**src/rtl/lpfc_pkg.sv**
```systemverilog
`default_nettype none

package lpfc_pkg;

  localparam int COUNT_W = 32;
  localparam logic [COUNT_W-1:0] COUNT_MAX = '1;

  localparam logic CMD_ACCESS = 1'b0;
  localparam logic CMD_CLEAR  = 1'b1;

  // Registered item heading into the frame set and the totals
  typedef struct packed {
    logic valid;
    logic clear;
  } req_t;

  // Lookup outcome for one item
  typedef struct packed {
    logic hit;
    logic evicted;
  } status_t;

endpackage

`default_nettype wire

```
**src/rtl/lpfc_frame_set.sv**
```systemverilog
`default_nettype none

module lpfc_frame_set #(
  parameter int FRAMES    = 8,
  parameter int PAGE_BITS = 16,
  localparam int FIDX_W   = $clog2(FRAMES)
) (
  input  wire logic                  clk,
  input  wire logic                  rst_n,
  input  wire lpfc_pkg::req_t        req,
  input  wire logic [PAGE_BITS-1:0]  page,
  output lpfc_pkg::status_t          status,
  output logic [FIDX_W-1:0]          frame,
  output logic [PAGE_BITS-1:0]       evicted_page
);

  localparam logic [FIDX_W-1:0] RANK_MAX = FIDX_W'(FRAMES - 1);

  logic [PAGE_BITS-1:0] tag_r  [FRAMES];
  logic [FIDX_W-1:0]    rank_r [FRAMES];
  logic [FIDX_W-1:0]    rank_nxt [FRAMES];
  logic [FRAMES-1:0]    valid_r;
  logic [FRAMES-1:0]    valid_nxt;

  logic              hit_any;
  logic              empty_any;
  logic [FIDX_W-1:0] hit_idx;
  logic [FIDX_W-1:0] empty_idx;
  logic [FIDX_W-1:0] victim_idx;
  logic [FIDX_W-1:0] frame_sel;
  logic [FIDX_W-1:0] rank_sel;
  logic              age;
  logic              do_access;

  assign do_access = req.valid && !req.clear;

  always_comb begin
    hit_any    = 1'b0;
    empty_any  = 1'b0;
    hit_idx    = '0;
    empty_idx  = '0;
    victim_idx = '0;
    // scan downward so the lowest-numbered frame wins
    for (int i = FRAMES - 1; i >= 0; i--) begin
      if (valid_r[i] && tag_r[i] == page) begin
        hit_any = 1'b1;
        hit_idx = FIDX_W'(i);
      end
      if (!valid_r[i]) begin
        empty_any = 1'b1;
        empty_idx = FIDX_W'(i);
      end
      // with all frames valid the ranks are a permutation, so the oldest holds RANK_MAX
      if (rank_r[i] == RANK_MAX) begin
        victim_idx = FIDX_W'(i);
      end
    end

    if (hit_any) begin
      frame_sel = hit_idx;
    end else if (empty_any) begin
      frame_sel = empty_idx;
    end else begin
      frame_sel = victim_idx;
    end
    rank_sel = rank_r[frame_sel];

    valid_nxt = valid_r;
    valid_nxt[frame_sel] = 1'b1;

    for (int i = 0; i < FRAMES; i++) begin
      age = (FIDX_W'(i) != frame_sel) && valid_r[i] &&
            (!hit_any || rank_r[i] < rank_sel) && (rank_r[i] != RANK_MAX);
      rank_nxt[i] = age ? rank_r[i] + 1'b1 : rank_r[i];
      if (FIDX_W'(i) == frame_sel) begin
        rank_nxt[i] = '0;
      end
    end
  end

  always_ff @(posedge clk) begin
    if (!rst_n) begin
      valid_r <= '0;
      rank_r  <= '{default: '0};
    end else if (req.valid) begin
      if (req.clear) begin
        valid_r <= '0;
        rank_r  <= '{default: '0};
      end else begin
        valid_r <= valid_nxt;
        rank_r  <= rank_nxt;
      end
    end
  end

  always_ff @(posedge clk) begin
    if (do_access && !hit_any) begin
      tag_r[frame_sel] <= page;
    end
  end

  always_comb begin
    status.hit     = !req.clear && hit_any;
    status.evicted = !req.clear && !hit_any && !empty_any;
    frame          = req.clear ? '0 : frame_sel;
    evicted_page   = status.evicted ? tag_r[victim_idx] : '0;
  end

`ifndef SYNTH
  a_evict_needs_full: assert property (@(posedge clk) disable iff (!rst_n)
    req.valid && status.evicted |-> &valid_r)
    else $error("eviction while an empty frame exists");

  a_hit_no_evict: assert property (@(posedge clk) disable iff (!rst_n)
    do_access |-> !(status.hit && status.evicted))
    else $error("hit and eviction on the same item");

  a_clear_empties: assert property (@(posedge clk) disable iff (!rst_n)
    req.valid && req.clear |=> valid_r == '0)
    else $error("frames still valid after clear");

  a_used_is_newest: assert property (@(posedge clk) disable iff (!rst_n)
    do_access |=> valid_r[$past(frame_sel)] && rank_r[$past(frame_sel)] == '0)
    else $error("used frame not valid and most recent");
`endif

endmodule

`default_nettype wire

```
**src/rtl/lpfc_totals.sv**
```systemverilog
`default_nettype none

module lpfc_totals (
  input  wire logic                          clk,
  input  wire logic                          rst_n,
  input  wire lpfc_pkg::req_t                req,
  input  wire logic                          hit,
  output logic [lpfc_pkg::COUNT_W-1:0]       hit_total_r,
  output logic [lpfc_pkg::COUNT_W-1:0]       miss_total_r
);

  always_ff @(posedge clk) begin
    if (!rst_n) begin
      hit_total_r  <= '0;
      miss_total_r <= '0;
    end else if (req.valid) begin
      if (req.clear) begin
        hit_total_r  <= '0;
        miss_total_r <= '0;
      end else if (hit) begin
        // saturate at the top
        if (hit_total_r != lpfc_pkg::COUNT_MAX) begin
          hit_total_r <= hit_total_r + 1'b1;
        end
      end else if (miss_total_r != lpfc_pkg::COUNT_MAX) begin
        miss_total_r <= miss_total_r + 1'b1;
      end
    end
  end

endmodule

`default_nettype wire

```
**src/rtl/lru_page_frame_cache.sv**
```systemverilog
// Channel   Handshake            Fields
// input     start & !busy        in_command, in_page_number
// result    out_valid (strobe)   out_hit, out_frame_used, out_evicted_valid,
//                                out_evicted_page, out_hit_count, out_miss_count
//
// One item per cycle while busy is low; the result strobes once the item has passed the input register,
// then one pass of tag compare and rank update into the result register.
// The per-frame tag compare, victim pick and rank update are all combinational between those two registers.
// busy is high only during reset and the cycle after it; it never rises otherwise.
// Synchronous active-low reset empties all frames and zeroes both totals.
// The receiver cannot stall: each result is shown for exactly one cycle.
`default_nettype none

module lru_page_frame_cache #(
  parameter int FRAMES    = 8,
  parameter int PAGE_BITS = 16,
  localparam int FIDX_W   = $clog2(FRAMES)
) (
  input  wire logic                          clk,
  input  wire logic                          rst_n,
  input  wire logic                          start,
  output logic                               busy,
  input  wire logic                          in_command,
  input  wire logic [PAGE_BITS-1:0]          in_page_number,
  output logic                               out_valid,
  output logic                               out_hit,
  output logic [FIDX_W-1:0]                  out_frame_used,
  output logic                               out_evicted_valid,
  output logic [PAGE_BITS-1:0]               out_evicted_page,
  output logic [lpfc_pkg::COUNT_W-1:0]       out_hit_count,
  output logic [lpfc_pkg::COUNT_W-1:0]       out_miss_count
);

  logic                 busy_r;
  logic                 in_valid_r;
  logic                 cmd_r;
  logic [PAGE_BITS-1:0] page_r;
  lpfc_pkg::req_t       req;
  lpfc_pkg::status_t    status;
  logic [FIDX_W-1:0]    frame;
  logic [PAGE_BITS-1:0] evicted_page;

  logic                 out_valid_r;
  logic                 hit_r;
  logic [FIDX_W-1:0]    frame_r;
  logic                 ev_valid_r;
  logic [PAGE_BITS-1:0] ev_page_r;

  assign busy = busy_r;

  always_ff @(posedge clk) begin
    if (!rst_n) begin
      busy_r      <= 1'b1;
      in_valid_r  <= 1'b0;
      out_valid_r <= 1'b0;
    end else begin
      busy_r      <= 1'b0;
      in_valid_r  <= start && !busy_r;
      out_valid_r <= in_valid_r;
    end
  end

  // payload stages carry no reset
  always_ff @(posedge clk) begin
    if (start && !busy_r) begin
      cmd_r  <= in_command;
      page_r <= in_page_number;
    end
    if (in_valid_r) begin
      hit_r      <= status.hit;
      frame_r    <= frame;
      ev_valid_r <= status.evicted;
      ev_page_r  <= evicted_page;
    end
  end

  assign req.valid = in_valid_r;
  assign req.clear = (cmd_r == lpfc_pkg::CMD_CLEAR);

  lpfc_frame_set #(
    .FRAMES    (FRAMES),
    .PAGE_BITS (PAGE_BITS)
  ) u_frame_set (
    .clk          (clk),
    .rst_n        (rst_n),
    .req          (req),
    .page         (page_r),
    .status       (status),
    .frame        (frame),
    .evicted_page (evicted_page)
  );

  lpfc_totals u_totals (
    .clk          (clk),
    .rst_n        (rst_n),
    .req          (req),
    .hit          (status.hit),
    .hit_total_r  (out_hit_count),
    .miss_total_r (out_miss_count)
  );

  assign out_valid         = out_valid_r;
  assign out_hit           = hit_r;
  assign out_frame_used    = frame_r;
  assign out_evicted_valid = ev_valid_r;
  assign out_evicted_page  = ev_page_r;

endmodule

`default_nettype wire
```
**config.mk**
```make
export PLATFORM = sky130hd
export DESIGN_NAME = lru_page_frame_cache
export DESIGN_NICKNAME = d
export VERILOG_FILES = /design/src/rtl/lpfc_pkg.sv /design/src/rtl/lpfc_frame_set.sv /design/src/rtl/lpfc_totals.sv /design/src/rtl/lru_page_frame_cache.sv
export SDC_FILE = /design/constraint.sdc
export NUM_CORES = 1
export LEC_CHECK = 0
export ABC_CLOCK_PERIOD_IN_PS = 13400
export BUFFER_PORTS_ARGS = -buffer_cell sky130_fd_sc_hd__buf_4
export CORE_ASPECT_RATIO = 0.9
export CORE_MARGIN = 2
export CORE_UTILIZATION = 35
export DETAILED_ROUTE_END_ITERATION = 8
export PLACE_DENSITY = 0.55
export SYNTH_ARGS = -nofsm -noshare
export SYNTH_HDL_FRONTEND = slang
export SYNTH_HIERARCHICAL = 1
export SYNTH_SLANG_ARGS = --single-unit
```
**constraint.sdc**
```tcl
create_clock -name clk -period 13.4 [get_ports clk]
set_clock_uncertainty 0.15 [all_clocks]
set_input_delay 0.67 -clock clk [delete_from_list [all_inputs] [get_ports clk]]
set_output_delay 0.67 -clock clk [all_outputs]
set_load 0.02 [all_outputs]
```
After elaboration in Yosys (flattened, before gate mapping). Memory sizes are Yosys's and may differ from the RTL's. A register that Yosys moved wholly into a read port is not among the register bits. Cells that the tools add are included.

Bits in registers: 121. RAM bits: 128. Input port bits: 20. Output and inout bits: 87. Word-level logic and storage cells: 233. Memories: 1.

Memory list: u_frame_set.tag_r (depth 8, width 16, rd ports 9, clocked after memory_dff 1, write ports 1, RTL line lpfc_frame_set.sv:19) `logic [PAGE_BITS-1:0] tag_r [FRAMES];`.

$add $sub $neg: 10. Order comparisons: 11. Equal/unequal tests: 41. Mux-type cells: 74. Bitwise logic cells: 2. Reduce and logical (&&, ||, !) cells: 75.

Operator list (number): two-way mux 32 bit (6); two-way mux 3 bit (44); equality test 16 bit (8); adder 32 x 1 -> 32 bit (second input constant) (2); inequality test 32 bit (second input constant) (2); logical AND 1 bit (39); nonzero test 3 bit (9); adder 3 x 1 -> 3 bit (second input constant) (8); equality test 3 bit (second input constant) (8); < comparator 3 bit (8); two-way mux 24 bit (1); inequality test 3 bit (second input constant) (8); two-way mux 1 bit (20); AND reduction 2 bit (8); equality test 3 bit (first input constant) (4); inequality test 3 bit (first input constant) (4); binary-select mux 3 bit (select 3 bit) (1); logical OR 1 bit (8); two-way mux 8 bit (1); OR 8 bit (1); equality test 2 x 3 -> 1 bit (first input constant) (2); inequality test 2 x 3 -> 1 bit (first input constant) (2); AND reduction 3 bit (2); nonzero test 2 bit (3); other kinds (10) (14).

Depth between registers and ports, before layout.
Word-level depth: 22. Mapped depth: 22. Depth with buffers taken out: 19.

Modules after synthesis. The synthesis kept the hierarchy.

By module, submodules not included: lpfc_frame_set (times used 1, cells an instance 857, area an instance 9754.4 sq um, seq. area each 4484.3 sq um); lpfc_totals (times used 1, cells an instance 446, area an instance 3480.8 sq um, seq. area each 1281.2 sq um); lru_page_frame_cache (times used 1, cells an instance 45, area an instance 1226.2 sq um, seq. area each 1201.2 sq um).

Least setup slack after synthesis. Ideal clock, no wire load.

Kind: reg2reg. From: reg page_r[4]. To: reg u_frame_set/rank_r[3] (netlist name). Setup time: 0.074 ns. Arrival: 4.732 ns. Data required time: 13.176 ns. Setup slack: 8.444 ns. Cell stages (with the launch flop): 20. Path buffers: 2. Period minus slack after synthesis: 4.956 ns. Path through: edfxtp_1 > buf_2 > xnor2_1 > nand4_1 > or4_1 > o22ai_1 > o21bai_1 > a21oi_1 > clkbuf_1 > mux2_2 > nand2_1 > o21ai_0 > a21oi_1 > ha_1 > or2_2 > nor2b_1 > o311a_1 > a21oi_1 > a21oi_1 > a31oi_1.

Longest elaborated chain between the ends: 21. Elaborated cells on any way between the ends: 49. Classes of those cells: order compare: 1; eq/ne: 10; mux: 22; bitwise: 1; reduce/logical: 15.

Ends and longest elaborated chain: from (decl) (RTL line lru_page_frame_cache.sv:37) `logic [PAGE_BITS-1:0] page_r;`; from (signal assigned) (RTL line lru_page_frame_cache.sv:67) `page_r <= in_page_number;`; equality test 16 bit (RTL line lpfc_frame_set.sv:45) `if (valid_r[i] && tag_r[i] == page) begin`; logical AND 1 bit (RTL line lpfc_frame_set.sv:45); two-way mux 3 bit / two-way mux 1 bit (equally long branches) (8 in a row) (RTL line lpfc_frame_set.sv:45); two-way mux 3 bit (RTL line lpfc_frame_set.sv:59) `if (hit_any) begin`; NOT 3 -> 4 bit (not written as such) (RTL line lpfc_frame_set.sv:66) `rank_sel = rank_r[frame_sel];`; binary-select mux 3 bit (select 3 bit) (RTL line lpfc_frame_set.sv:66); two-way mux 3 bit (not written as such) (2 in a row) (RTL line lpfc_frame_set.sv:66); < comparator 3 bit (RTL line lpfc_frame_set.sv:73) `(!hit_any || rank_r[i] < rank_sel) && (rank_r[i] != RANK_MAX);`; logical OR 1 bit (RTL line lpfc_frame_set.sv:73); logical AND 1 bit (RTL line lpfc_frame_set.sv:72) `age = (FIDX_W'(i) != frame_sel) && valid_r[i] &&`; logical AND 1 bit (RTL line lpfc_frame_set.sv:73); nonzero test 3 bit (no source line); AND reduction 2 bit (no source line); to (signal assigned) (RTL line lpfc_frame_set.sv:91) `rank_r <= rank_nxt;`; to (decl) (RTL line lpfc_frame_set.sv:20) `logic [FIDX_W-1:0] rank_r [FRAMES];`.

Several ways; a longest one is shown, not always the timed one. The select of a mux whose other input is x is not followed. A chain may end at the register's enable or synchronous reset.

Final worst setup path.
From: reg page_r[13]. To: reg u_frame_set/rank_r[21] (netlist name).

The elaborated chain is that of the path after synthesis.

==> flow_summary.json <==
{
  "cts_tree": "done",
  "gp_congestion": 0.975,
  "dp.cells": 1950,
  "path_class": "flop to flop",
  "ys_warn_count": 6,
  "worstMarginPinSlew_ns": 1.19,
  "grt_pass1_vias": 10900,
  "core-area_sq_um": 40700,
  "portBuffers": 106,
  "synthCells": 1348,
  "synthMuxAreaShare_pct": 5.99,
  "instances_no_fill": 2006,
  "yosys.area_share.adder_pct": 2.25,
  "finalCritPeriodShare_pct": 42.6,
  "cp_data_required_time_ns": 13.75,
  "synth-edff-count": 166,
  "ioPinCount": 107,
  "antenna_left": 0,
  "drtIter0Drc": 1038,
  "yosysSeqAreaShare_pct": 48.2,
  "synth_most_common_cell": "edfxtp_1",
  "timing.rr.start": "page_r[13]",
  "synth_top_cell_by_area": "edfxtp_1",
  "drv_slew": 0,
  "grt-ovfl-total": 0,
  "dp_hpwl_um": 33500,
  "drive_gt1_share_pct": 18.4,
  "layout.nets": 1488,
  "hold_violations": 0,
  "crit_cells": 18,
  "synth-seq-cells": 265,
  "netlist_area_sq_um": 14500,
  "synth_common_cells": "edfxtp_1 (166), nand2_1 (136), dfxtp_1 (99)",
  "root_buffer": "clkbuf_16",
  "drv_cap": 0,
  "tns_ns": 0,
  "status": "finished, final reports clean",
  "initial_utilization_pct": 35.5,
  "clk_pin_slew_ns": 0.06,
  "drt-vias-per-instance": 5.74,
  "crit_family": "compound AO/OA/AOI/OAI gates",
  "synthArstFlopShare_pct": 0,
  "path_buf_inv": 1,
  "cpMaxStageDelayCell": "edfxtp_1",
  "cts_buffer_depth": 3,
  "grt_max_degree": 40,
  "min_path_type": "input port to flop",
  "drtPass1Iterations": 5,
  "yosys_most_used_dff": "edfxtp_1",
  "period_needed_ns": 5.71,
  "die_area_sq_um": 43000,
  "whs_path_depth": 1,
  "yosys.area.top_type_share_pct": 34.5,
  "n_fill_cell": 3917,
  "rsz0062_at_grt": "false",
  "synth.area.top_cells": "edfxtp_1 (34%), dfxtp_1 (14%), xnor2_1 (5.6%)",
  "grt_use_total_pct": 21.5,
  "drt_wl_total_um": 46700,
  "grt_pass1_wl_um": 70000,
  "max_freq_ghz": 0.175,
  "crit_top_cell": "a21oi_1",
  "drc": 0,
  "slew_headroom_pct": 20.6,
  "crit_chain": "xnor2_1 -> or4b_1 -> or4_1 -> o22ai_2 -> o21bai_1 -> a21oi_1 -> buf_4 -> mux2_2 -> nand2_1 -> o21ai_0 -> a21oi_1 -> ha_1 -> or2_2 -> nor2b_1 -> o311a_1 -> a21oi_1 -> a21oi_1 -> a31oi_1",
  "dieWidth_um": 218,
  "cts_htree_levels": 1,
  "synth_simple_gate_area_share_pct": 18.4,
  "ff2ff_path_depth": 18,
  "post_cts_buffers": 0,
  "clkSinkCount": 265,
  "cts_resized": 0,
  "die_h_um": 197,
  "end_kind": "flop",
  "synth_nets": 1394,
  "wl_per_cell_um": 23.3,
  "cts_hold_buf": 0,
  "ir_worst_vdd_mv": 0.0982,
  "ys_types": 90,
  "syn_to_final_growth_pct": 16.0,
  "startpoint": "page_r[13]",
  "setup_viol": 0,
  "critPathMaxFanout": 16,
  "cts_buffers": 30,
  "vias": 11500,
  "synth_xor_area_share_pct": 7.75,
  "synth_compound_area_share_pct": 14.4,
  "min_from": "in_page_number[10]",
  "cp.arrival_ns": 6.06,
  "clock_latency_ns": 0.59,
  "critPathLaunchType": "flop",
  "antenna_found_initial": 0,
  "antenna_cells": 0,
  "cpPeakStageDelay_ns": 0.65,
  "syn_area_per_cell_sq_um": 10.7,
  "rows": 70,
  "synth_top_family_by_area": "simple AND/OR/NAND/NOR gates",
  "p_per_area_nw_per_um2": 107,
  "p_leak_nw": 5.62
}
-- kinds of logic after synthesis --
family | Yosys count
mux | 45
flops | 265
compound gates | 294
fa+ha+maj | 26
xor+xnor | 128
simple gates | 501
buf+inv | 89
-- layout make-up --
| cell class | count | area (sq um) | area share, % |
|---|---|---|---|
| clock buffer | 39 | 785 | 4.68 |
| clock inverter | 17 | 208 | 1.24 |
| inverter | 24 | 90.1 | 0.537 |
| multi-input combinational | 994 | 7100 | 42.3 |
| sequential | 265 | 6970 | 41.5 |
| tap | 540 | 676 | 4.03 |
| timing repair buffer | 127 | 953 | 5.68 |
-- per-layer routing --
metal	wire length, um	global-route usage [%]	vias up
li1	-	-	5336
met1	22300	31.8	5762
met2	20400	32.7	374
met3	3180	4.49	42
met4	771	3.70	0
met5	0	0	-
-- flip-flops by register name, indices dropped and copies added (netlist names) --
register	flops
cmd_r	1
page_r	16
busy	1
u_frame_set/rank_r	24
out_frame_used	3
out_valid	1
u_totals/miss_total_r	32
u_frame_set/valid_r	8
u_totals/hit_total_r	32
u_frame_set/tag_r	128
out_hit	1
out_evicted_valid	1
in_valid_r	1
out_evicted_page	16
-- stage by stage --
step	total power [mW]	area, sq um	utilization, %	worst slack (ns)	hold slack [ns]
after floorplan	0.942	14500	-	8.44	0.317
after global placement	0.974	15800	38.8	7.77	0.334
after detailed placement	0.973	15800	38.8	7.85	0.340
after CTS	1.81	16800	41.2	7.82	0.0774
after global routing	1.85	16800	41.2	7.29	0.0808
final	1.79	16800	41.2	7.69	0.103
-- power breakdown --
group | internal (mW) | switching [mW]
clock | 0.490 | 0.341
combinational | 0.0258 | 0.0484
sequential | 0.869 | 0.0132
total | 1.38 | 0.403
-- final timing paths --
path | endpoint | slack (ns)
worst max register to register | u_frame_set/rank_r[21] | 7.69
worst min-delay path | page_r[10] | 0.10
worst max-delay path | u_frame_set/rank_r[21] | 7.69
worst min register to register | u_frame_set/rank_r[15] | 0.35
-- cells in the final DEF (no fill, tap or decap), types with 6 or more instances in the layout --
| cell type | netlist | routed |
|---|---|---|
| nand3_1 | 59 | 59 |
| o311a_1 | 6 | 6 |
| clkbuf_16 | 0 | 30 |
| a41oi_1 | 9 | 9 |
| o311ai_0 | 7 | 7 |
| nor2_1 | 77 | 77 |
| o21ai_0 | 64 | 63 |
| a211oi_1 | 6 | 6 |
| clkbuf_1 | 31 | 9 |
| dfxtp_1 | 99 | 98 |
| and3_1 | 17 | 17 |
| nand2_1 | 136 | 136 |
| o31ai_1 | 21 | 20 |
| or2_2 | 16 | 16 |
| nor2b_1 | 18 | 13 |
| o21a_1 | 7 | 7 |
| mux4_2 | 32 | 32 |
| xor2_1 | 35 | 35 |
| nand4_1 | 65 | 65 |
| buf_4 | 1 | 127 |
| edfxtp_1 | 166 | 166 |
| clkinv_1 | 0 | 6 |
| a21oi_1 | 58 | 58 |
| and4_1 | 8 | 8 |
| o2bb2ai_1 | 6 | 6 |
| nor3_1 | 21 | 21 |
| ha_1 | 26 | 26 |
| nor4_1 | 15 | 15 |
| o211ai_1 | 24 | 24 |
| inv_1 | 24 | 24 |
| nand4b_1 | 6 | 6 |
| xnor2_1 | 93 | 93 |
| and2_1 | 16 | 16 |
| a31oi_1 | 37 | 37 |
| mux2i_1 | 7 | 7 |
Note: power is estimated with default switching activity, not from simulation.
